## config.mk

```make
export PLATFORM = sky130hd
export DESIGN_NAME = decimal_digits_to_lcd_nibbles
export DESIGN_NICKNAME = d
export VERILOG_FILES = /design/src/rtl/core/ddlcd_pkg.sv /design/src/rtl/core/ddlcd_front.sv /design/src/rtl/core/ddlcd_queue.sv /design/src/rtl/core/ddlcd_back.sv /design/src/rtl/core/decimal_digits_to_lcd_nibbles.sv
export SDC_FILE = /design/constraint.sdc
export NUM_CORES = 1
export LEC_CHECK = 0
export ABC_CLOCK_PERIOD_IN_PS = 4000
export BUFFER_PORTS_ARGS = -buffer_cell sky130_fd_sc_hd__buf_4
export CORE_ASPECT_RATIO = 1.25
export CORE_MARGIN = 1.5
export CORE_UTILIZATION = 55
export DETAILED_ROUTE_END_ITERATION = 16
export HOLD_SLACK_MARGIN = 0.08
export PLACE_DENSITY = 0.84
export SYNTH_ARGS = -nofsm -noshare
export SYNTH_HDL_FRONTEND = slang
export SYNTH_HIERARCHICAL = 1
export SYNTH_SLANG_ARGS = --single-unit
export TNS_END_PERCENT = 100
```

## constraint.sdc

```tcl
create_clock -name clk -period 4 [get_ports clk]
set_input_delay 0.6 -clock clk [delete_from_list [all_inputs] [get_ports clk]]
set_output_delay 0.6 -clock clk [all_outputs]
set_load 0.02 [all_outputs]
```

## src/rtl/core/ddlcd_pkg.sv

```systemverilog
`timescale 1ns / 1ps
// ----------------------------------------------------------------------------
// ddlcd_pkg
// Shared constants and types for the decimal-to-LCD nibble converter.
// ----------------------------------------------------------------------------
package ddlcd_pkg;

	localparam int VALUE_BITS = 31;
	localparam int MAX_DIGITS = 10;

	localparam int IN_W  = 31;
	localparam int CNT_W = $clog2(VALUE_BITS + 1);
	localparam int TOP_W = $clog2(MAX_DIGITS);

	localparam logic [7:0] ASCII_ZERO = 8'h30;
	localparam logic [3:0] BCD_ADJ_MIN = 4'd5;
	localparam logic [3:0] BCD_ADJ = 4'd3;
	localparam logic [3:0] DIGIT_MAX = 4'd9;

	typedef logic [MAX_DIGITS-1:0][3:0] digit_vec_t;

	typedef struct packed {
		digit_vec_t        digits;
		logic [TOP_W-1:0]  top;
	} num_t;

	typedef enum logic [1:0] {
		FS_IDLE,
		FS_CONV,
		FS_PUSH
	} front_state_t;

endpackage

```

## src/rtl/core/ddlcd_front.sv

```systemverilog
`timescale 1ns / 1ps
// ----------------------------------------------------------------------------
// ddlcd_front
// Accepts a value, converts it to BCD by shift-and-add-3, one bit a cycle,
// finds the top significant digit and pushes the result to the queue.
// ----------------------------------------------------------------------------
module ddlcd_front (
	input  logic                         clk,
	input  logic                         arst_n,
	input  logic [ddlcd_pkg::IN_W-1:0]   value,
	input  logic                         in_valid,
	output logic                         in_stall,
	output logic                         push,
	output ddlcd_pkg::num_t              push_data,
	input  logic                         q_full
);
	import ddlcd_pkg::*;

	front_state_t           state_q, state_d;
	logic [VALUE_BITS-1:0]  sr_q;
	digit_vec_t             bcd_q;
	digit_vec_t             bcd_adj;
	logic [CNT_W-1:0]       cnt_q;
	logic [TOP_W-1:0]       top;
	logic                   accept;

	assign accept = in_valid && !in_stall;

	always_comb begin
		for (int i = 0; i < MAX_DIGITS; i++) begin
			bcd_adj[i] = (bcd_q[i] >= BCD_ADJ_MIN) ? bcd_q[i] + BCD_ADJ : bcd_q[i];
		end
	end

	always_comb begin
		top = '0;
		for (int i = 0; i < MAX_DIGITS; i++) begin
			if (bcd_q[i] != 4'd0) begin
				top = TOP_W'(i);
			end
		end
	end

	always_comb begin
		state_d  = state_q;
		in_stall = 1'b1;
		push     = 1'b0;
		unique case (state_q)
			FS_IDLE: begin
				in_stall = 1'b0;
				if (in_valid) begin
					state_d = FS_CONV;
				end
			end
			FS_CONV: begin
				if (cnt_q == CNT_W'(1)) begin
					state_d = FS_PUSH;
				end
			end
			FS_PUSH: begin
				if (!q_full) begin
					push    = 1'b1;
					state_d = FS_IDLE;
				end
			end
			default: state_d = FS_IDLE;
		endcase
	end

	assign push_data.digits = bcd_q;
	assign push_data.top    = top;

	always_ff @(posedge clk or negedge arst_n) begin
		if (!arst_n) begin
			state_q <= FS_IDLE;
			cnt_q   <= '0;
		end else begin
			state_q <= state_d;
			if (accept) begin
				cnt_q <= CNT_W'(VALUE_BITS);
			end else if (state_q == FS_CONV) begin
				cnt_q <= cnt_q - CNT_W'(1);
			end
		end
	end

	always_ff @(posedge clk) begin
		if (accept) begin
			sr_q  <= VALUE_BITS'(value);
			bcd_q <= '0;
		end else if (state_q == FS_CONV) begin
			// top digit carry drops out: keeps value mod 10^MAX_DIGITS
			bcd_q <= (MAX_DIGITS*4)'({bcd_adj, sr_q[VALUE_BITS-1]});
			sr_q  <= {sr_q[VALUE_BITS-2:0], 1'b0};
		end
	end

endmodule

```

## src/rtl/core/ddlcd_queue.sv

```systemverilog
`timescale 1ns / 1ps
// ----------------------------------------------------------------------------
// ddlcd_queue
// Two-entry queue of converted numbers between front and back.
// ----------------------------------------------------------------------------
module ddlcd_queue (
	input  logic             clk,
	input  logic             arst_n,
	input  logic             push,
	input  ddlcd_pkg::num_t  push_data,
	output logic             full,
	input  logic             pop,
	output logic             empty,
	output ddlcd_pkg::num_t  pop_data
);
	import ddlcd_pkg::*;

	num_t        mem [2];
	logic        wr_ptr_q;
	logic        rd_ptr_q;
	logic [1:0]  count_q;

	assign full     = (count_q == 2'd2);
	assign empty    = (count_q == 2'd0);
	assign pop_data = mem[rd_ptr_q];

	always_ff @(posedge clk) begin
		if (push) begin
			mem[wr_ptr_q] <= push_data;
		end
	end

	always_ff @(posedge clk or negedge arst_n) begin
		if (!arst_n) begin
			wr_ptr_q <= 1'b0;
			rd_ptr_q <= 1'b0;
			count_q  <= 2'd0;
		end else begin
			if (push) begin
				wr_ptr_q <= ~wr_ptr_q;
			end
			if (pop) begin
				rd_ptr_q <= ~rd_ptr_q;
			end
			count_q <= count_q + 2'(push) - 2'(pop);
		end
	end

endmodule

```

## src/rtl/core/ddlcd_back.sv

```systemverilog
`timescale 1ns / 1ps
// ----------------------------------------------------------------------------
// ddlcd_back
// Walks a number's digits from the top one down and sends each character
// as upper then lower nibble through an output register.
// ----------------------------------------------------------------------------
module ddlcd_back (
	input  logic             clk,
	input  logic             arst_n,
	input  logic             q_empty,
	input  ddlcd_pkg::num_t  q_data,
	output logic             pop,
	output logic [3:0]       nibble,
	output logic             upper_half,
	output logic             last,
	output logic             out_valid,
	input  logic             out_stall
);
	import ddlcd_pkg::*;

	logic              busy_q;
	digit_vec_t        digits_q;
	logic [TOP_W-1:0]  pos_q;
	logic              upper_q;
	logic              load_out;
	logic              gen;
	logic [3:0]        digit;

	logic              out_valid_q;
	logic [3:0]        nibble_q;
	logic              upper_half_q;
	logic              last_q;

	assign load_out = !out_valid_q || !out_stall;
	assign gen      = busy_q && load_out;
	assign pop      = !busy_q && !q_empty;
	assign digit    = digits_q[pos_q];

	always_ff @(posedge clk or negedge arst_n) begin
		if (!arst_n) begin
			busy_q      <= 1'b0;
			out_valid_q <= 1'b0;
		end else begin
			if (pop) begin
				busy_q <= 1'b1;
			end else if (gen && !upper_q && pos_q == '0) begin
				busy_q <= 1'b0;
			end
			if (load_out) begin
				out_valid_q <= busy_q;
			end
		end
	end

	always_ff @(posedge clk) begin
		if (pop) begin
			digits_q <= q_data.digits;
			pos_q    <= q_data.top;
			upper_q  <= 1'b1;
		end else if (gen) begin
			upper_q <= ~upper_q;
			if (!upper_q) begin
				pos_q <= pos_q - TOP_W'(1);
			end
		end
		if (gen) begin
			upper_half_q <= upper_q;
			if (upper_q) begin
				nibble_q <= ASCII_ZERO[7:4];
				last_q   <= 1'b0;
			end else begin
				nibble_q <= ASCII_ZERO[3:0] + digit;
				last_q   <= (pos_q == '0);
			end
		end
	end

	assign out_valid  = out_valid_q;
	assign nibble     = nibble_q;
	assign upper_half = upper_half_q;
	assign last       = last_q;

endmodule

```

## src/rtl/core/decimal_digits_to_lcd_nibbles.sv

```systemverilog
`timescale 1ns / 1ps
// ----------------------------------------------------------------------------
// decimal_digits_to_lcd_nibbles
// Integer in, decimal ASCII characters out as 4-bit LCD data transfers.
//
// Input channel: value with in_valid / in_stall. A word is taken when
// in_valid is high and in_stall low. Output channel: nibble, upper_half and
// last with out_valid / out_stall; a run of transfers per accepted word.
// Each digit goes out as two transfers, upper nibble (0x3) first, then the
// digit; last marks the lower nibble of the final digit. Leading zeros are
// dropped; zero gives one digit.
// The front takes the value, runs the shift-and-add-3 conversion over all
// VALUE_BITS bits (one value bit per cycle) and then queues it; the back
// pops it and sends the first transfer through its output register.
// The front takes no new value until the current one is queued. The back
// sends up to 20 transfers, one per cycle unless out_stall holds it, and
// overlaps with the next conversion through a two-entry queue.
// Reset clears the state machines, queue pointers and output valid; no word is pending afterwards.
// A stall on the output holds the current transfer; once the queue fills,
// the front stops taking new values.
// ----------------------------------------------------------------------------
module decimal_digits_to_lcd_nibbles (
	input  logic                        clk,
	input  logic                        arst_n,
	input  logic [ddlcd_pkg::IN_W-1:0]  value,
	input  logic                        in_valid,
	output logic                        in_stall,
	output logic [3:0]                  nibble,
	output logic                        upper_half,
	output logic                        last,
	output logic                        out_valid,
	input  logic                        out_stall
);
	import ddlcd_pkg::*;

	logic  push;
	logic  pop;
	logic  q_full;
	logic  q_empty;
	num_t  push_data;
	num_t  pop_data;

	ddlcd_front u_front (
		.clk       (clk),
		.arst_n    (arst_n),
		.value     (value),
		.in_valid  (in_valid),
		.in_stall  (in_stall),
		.push      (push),
		.push_data (push_data),
		.q_full    (q_full)
	);

	ddlcd_queue u_queue (
		.clk       (clk),
		.arst_n    (arst_n),
		.push      (push),
		.push_data (push_data),
		.full      (q_full),
		.pop       (pop),
		.empty     (q_empty),
		.pop_data  (pop_data)
	);

	ddlcd_back u_back (
		.clk        (clk),
		.arst_n     (arst_n),
		.q_empty    (q_empty),
		.q_data     (pop_data),
		.pop        (pop),
		.nibble     (nibble),
		.upper_half (upper_half),
		.last       (last),
		.out_valid  (out_valid),
		.out_stall  (out_stall)
	);

endmodule

```

# Word level (Yosys, flattened, before mapping)
# Memory sizes are Yosys's and may differ from the RTL's.
# Cells that the tools add are included.
# op_classes
bitwise	3
add_sub_neg	14
muxes	39
order_cmp	11
n_reduce_logical	28
eq_ne	8
# op_table
op	n
$mux W31	2
$mux W4	15
$ge A4 B3 Y1 const B	10
$add A4 B2 Y4 const B	9
$reduce_bool A4 Y1	9
$bmux W4 S4	1
$mux W3	5
$mux W2	5
$mux W5	2
$mux W1	8
$ne A2 B2 Y1 const B	3
$pmux W2 S3	1
$reduce_bool A2 Y1	3
$eq A5 B1 Y1 const B	1
$logic_and A1 B1 Y1	5
$logic_not A1 Y1	5
$lt A4 B5 Y1 const B	1
$sub A5 B1 Y5 const B	1
$eq A2 B2 Y1 const B	2
$logic_not A2 Y1	2
$logic_not A4 Y1	1
$sub A4 B1 Y4 const B	1
$add A3 B2 Y3 const B	1
$not A1 Y1	3
7 further kinds	7
# totals
out_inout_bits	8
ramBits	88
input_bits	35
mem_count	1
wordCells	137
ff_bits	135
# memory_table
name	words	width	rd	rd_ports_with_merged_regs	wr	line_no	text
u_queue.mem	2	44	1	0	1	ddlcd_queue.sv:18	num_t mem [2];

# Logic depth before layout (Yosys ltp)
# logic_depth
depth_word	10
ltp_mapped	8
mapped_depth_nobuf	7

# By module
# Netlist, hierarchy kept.
# modules_own_cells
module	cells_each	seq_area_each_um2	area_per_inst_um2	instances
ddlcd_front	442	1906.8	4097.7	1
ddlcd_queue	152	2742.6	3572.2	1
ddlcd_back	115	1571.5	2142.1	1

# Least setup slack after synthesis
# OpenSTA, ideal clock, no wires.
# synth_timing
path_kind	reg2reg
from	register u_queue.count_q[1]
to	memory u_queue/mem[0][0] (netlist name) (enable)
required_time_ps	3549
setup_ps	451
arrival_ps	2916
path_buffers	0
slack_ps	633
path_stages_with_launch	4
synth_period_minus_slack_ps	3367
path_cell_list	dfrtp_1 > nor2b_1 > nor3b_1 > nor2b_1
# synth_between
elab_chain_len	5
# synth_lines
item	line_no	text
start, declared	ddlcd_queue.sv:21	logic [1:0] count_q;
start signal, assigned	ddlcd_queue.sv:45	count_q <= count_q + 2'(push) - 2'(pop);
$eq A2 B2 Y1	ddlcd_queue.sv:23	assign full = (count_q == 2'd2);
net q_full	decimal_digits_to_lcd_nibbles.sv:38	logic q_full;
$mux W1	ddlcd_front.sv:61	if (!q_full) begin
$mux W1	ddlcd_front.sv:48	unique case (state_q)
net push	decimal_digits_to_lcd_nibbles.sv:36	logic push;
$mux W1	ddlcd_queue.sv:28	if (push) begin
$mux W1 (implied by the code)	ddlcd_queue.sv:29	mem[wr_ptr_q] <= push_data;
end, declared	ddlcd_queue.sv:18	
# The timed path passes the listed nets, and every way through them passes these cells.

# Worst setup path after layout
# layout_timing
from	register u_queue.count_q[1]
to	memory u_queue/mem[0][36] (netlist name) (enable)
# Same word-level chain as after synthesis.

==> results.txt <==
* P per Cell Area: 729 nW/um^2
- After global routing the overflow that remains totals 0.
- First-pass GRT wire length: 28.0 mm
- Post-CTS timing repair inserted 0 buffers for setup.
- Highest clock rate: 0.402 GHz
- Die extent in x: 122 microns
- Int Power: 0.00546 W
- Number of global-route vias before repair: 5563
- Flip-flop and latch count after synthesis: 223
* Switching share of power: 0.313
* Hold WC Path Type: in2reg
- DP Wirelength: 10.6 mm
* DR vias: 5437
- # nets final: 811
- In this run, CTS created clock tree buffers numbering 22.
- Clock-pin slew was measured on the worst setup and hold paths at 60 ps.
- Dpl cells: 950
- Yosys printed 6 warnings.
- In the finished design, the share of the clock period the worst path needs comes to 0.621.
- The die is 152 microns tall.
- Critical Path End Type: register
- In the synthesized netlist, the number of instances is 709.
- The clock arrives with 11.9 ps of skew.
- For this design the static power due to leakage is 4.18 nW.
* Final wirelength: 16.7 mm
- In the final timing run, aggregate negative setup slack is 0 ps.
- Outcome: complete, no violations
* Required @ worst endpoint: 4190 ps
- The final-report hold violation count came to 0.
- Summed instance area of the synthesized netlist: 9810 sq um
- Final Instance Count excl. Fillers: 991
- Final critical path time including I/O delays and setup: 2490 ps
- Primary flip-flop cell chosen by synthesis mapping: sky130_fd_sc_hd__edfxtp_1
- In the layout the commonest cells are sky130_fd_sc_hd__edfxtp_1 (169), sky130_fd_sc_hd__nand2_1 (116), sky130_fd_sc_hd__buf_4 (49).
- Normalized max-slew margin: 0.253
- Share of power burned in combinational logic: 0.276
- Relative to the synthesized area, the layout overhead comes to 11.1%.
- For this block, the initial DRC count from the detailed router was 379.
- In the routed design, unresolved DRC markers number 0.
- Along the worst path, the maximum fanout reaches 30.
- The tree is rooted in a sky130_fd_sc_hd__clkbuf_16.
- Crit path arrival time: 2680 ps
- After detailed routing, the average wire length per cell comes to 16.8 microns.
- Worst ir drop on vdd: 408 uV
* Syn nets: 769
- In the final layout, the share of cells above drive strength 1 is 0.226.
- Max-cap violations in this run came to 0.
- TritonCTS clock tree: yes
* Post-route ant nets: 0
- Across every metal layer, demand over resource in global routing totals 0.188.
- Starting density of the core: 0.563
- Number of buffers on the longest clock path: 3
- Post-Synthesis Mean Instance Area: 13.8 sq um
- Leaving out fill and tap cells, the most frequent cell in the layout is sky130_fd_sc_hd__edfxtp_1.
- The total area inside the core boundary comes to 17400 sq um.
* Number of rows created at floorplan: 54
* Share of async-settable or async-resettable flops after synthesis: 0.0583
- Largest net degree at the start of global routing: 56
* Share of the yosys chip area belonging to registers: 0.634
* RSZ-0062 raised after global routing: no
- Final Slew Violations: 0
- The worst setup path is launched from a register.
- The setup path with the least slack is of type reg2reg.
* Number of antenna violations at the first check in global routing: 0
- Post-synth EDFFs: 169
- After detailed routing, the number of vias per cell comes to 5.49.
- Number of unique standard cell types used by synthesis: 53
* Final setup violation count: 0
* Sequential group share of total power: 0.472
- In this run the power spent charging and discharging nets is 0.00249 W.
* Proportion of power drawn by the clock network: 0.252
- Clock insertion delay at the later pin of the skew report: 500 ps
- For this design, the sink count on the clock tree is 223.
* Ant diodes: 0
* Utilization after layout: 0.625
* Top-level port count: 43
- Number of detailed-route iterations in the first pass: 5
- Total Die Area: 18700 sq um
- Port Buffer Count: 42
- CTS H-Tree Depth: 1
* Routability Congestion: 0.797
* Transition time at the pin with the least slew margin: 1120 ps
[Yosys cell counts, types with 5 or more instances]
master | count | area share
sky130_fd_sc_hd__nand2b_1 | 12 | 0.0077
sky130_fd_sc_hd__o21ai_0 | 38 | 0.019
sky130_fd_sc_hd__nor2b_1 | 5 | 0.0032
sky130_fd_sc_hd__buf_6 | 6 | 0.0069
sky130_fd_sc_hd__inv_1 | 29 | 0.011
sky130_fd_sc_hd__mux2_4 | 39 | 0.060
sky130_fd_sc_hd__xor2_1 | 12 | 0.011
sky130_fd_sc_hd__o21ai_1 | 9 | 0.0046
sky130_fd_sc_hd__mux4_1 | 6 | 0.016
sky130_fd_sc_hd__dfxtp_1 | 41 | 0.084
sky130_fd_sc_hd__buf_12 | 5 | 0.010
sky130_fd_sc_hd__buf_2 | 10 | 0.0051
sky130_fd_sc_hd__mux2i_1 | 7 | 0.0071
sky130_fd_sc_hd__mux2_2 | 18 | 0.021
sky130_fd_sc_hd__nor3b_1 | 5 | 0.0038
sky130_fd_sc_hd__xnor2_1 | 15 | 0.013
sky130_fd_sc_hd__nand3_1 | 31 | 0.016
sky130_fd_sc_hd__nand2_1 | 116 | 0.044
sky130_fd_sc_hd__a21oi_2 | 10 | 0.0089
sky130_fd_sc_hd__buf_4 | 6 | 0.0046
sky130_fd_sc_hd__a21oi_1 | 18 | 0.0092
sky130_fd_sc_hd__dfrtp_1 | 13 | 0.033
sky130_fd_sc_hd__edfxtp_1 | 169 | 0.52
sky130_fd_sc_hd__o32ai_2 | 9 | 0.015
sky130_fd_sc_hd__nor2_1 | 21 | 0.0080
sky130_fd_sc_hd__ha_1 | 25 | 0.032
[through the flow]
stage | instance area (sq um) | setup WS [ps] | total power [W] | hold WS [ps]
2_1_floorplan | 9810 | 633 | 0.00554 | 304
3_3_place_gp | 10200 | 1590 | 0.00583 | 424
3_5_place_dp | 10200 | 1550 | 0.00595 | 451
4_1_cts | 10900 | 1500 | 0.00800 | 300
5_1_grt | 10900 | 1280 | 0.00842 | 321
6_report | 10900 | 1510 | 0.00795 | 316
[path summary, 6_finish.rpt]
| kind | from | to | slack (ps) | cells after the start |
|---|---|---|---|---|
| setup / recovery | u_queue/count_q[1] | u_queue/mem[0][36] | 1510 | 4 |
| hold / removal | out_stall | u_back/out_valid | 320 | 2 |
| setup reg to reg | u_queue/count_q[1] | u_queue/mem[0][36] | 1510 | 4 |
| hold reg to reg | u_front/sr_q[30] | u_front/push_data[4] | 460 | 2 |
| max in group asynchronous | arst_n | u_queue/rd_ptr_q | 3300 | 2 |
| min in group asynchronous | arst_n | u_queue/rd_ptr_q | 500 | 2 |
[flip-flops by register name, indices dropped and copies added, names as in the netlist]
signal             flops
u_back/busy_q          1
u_back/digits_q       40
u_back/last            1
u_back/nibble          4
u_back/out_valid       1
u_back/pos_q           4
u_back/upper_half      1
u_back/upper_q         1
u_front/cnt_q          5
u_front/push_data     40
u_front/sr_q          31
u_front/state_q        2
u_queue/count_q        2
u_queue/mem           88
u_queue/rd_ptr_q       1
u_queue/wr_ptr_q       1
[cell type report]
cell class | instances | area, sq um
Fill cell | 1262 | 6530
Tap cell | 224 | 280
Inverter | 29 | 109
Multi-Input combinational cell | 425 | 3200
Sequential cell | 223 | 6220
Timing Repair Buffer | 50 | 378
Clock buffer | 31 | 636
Clock inverter | 9 | 75.1
[per-layer routing]
metal | vias to the layer above | track usage | part of all wire
met5 | - | 0 | 0
met4 | 0 | 0.0659 | 0.028
met3 | 31 | 0.0262 | 0.043
met2 | 140 | 0.321 | 0.50
met1 | 2631 | 0.246 | 0.43
li1 | 2635 | - | -
[power groups by stage]
stage               Clock, W  Sequential (W)  Combinational (W)
global route         0.00213         0.00383            0.00245
detailed placement         0         0.00379            0.00216
global placement           0         0.00375            0.00207
floorplan                  0         0.00355            0.00199
finish               0.00200         0.00375            0.00219
CTS                  0.00205         0.00375            0.00220
[kinds of logic after synthesis]
logic type | count (synthesis) | synth area share
compound gates | 98 | 0.0696
buf+inv | 61 | 0.0409
xor+xnor | 28 | 0.0265
mux | 70 | 0.104
fa+ha+maj | 25 | 0.0319
flops | 223 | 0.634
simple gates | 204 | 0.0935
[critical path, stage by stage, from the launching register on]
cell and delay (ps):
sky130_fd_sc_hd__dfrtp_1 400, sky130_fd_sc_hd__nor2b_1 170, sky130_fd_sc_hd__nor3b_1 460, sky130_fd_sc_hd__nor2b_4 790, sky130_fd_sc_hd__buf_4 360
[what timing repair did]
item | 4_1_cts | 5_1_grt
hold buffers | 1 | 0
gates resized for setup | 0 | 0
endpoints found under the setup margin | 0 | 0
hold endpoints to repair | 13 | 0
(Power assumes the default switching activity.)
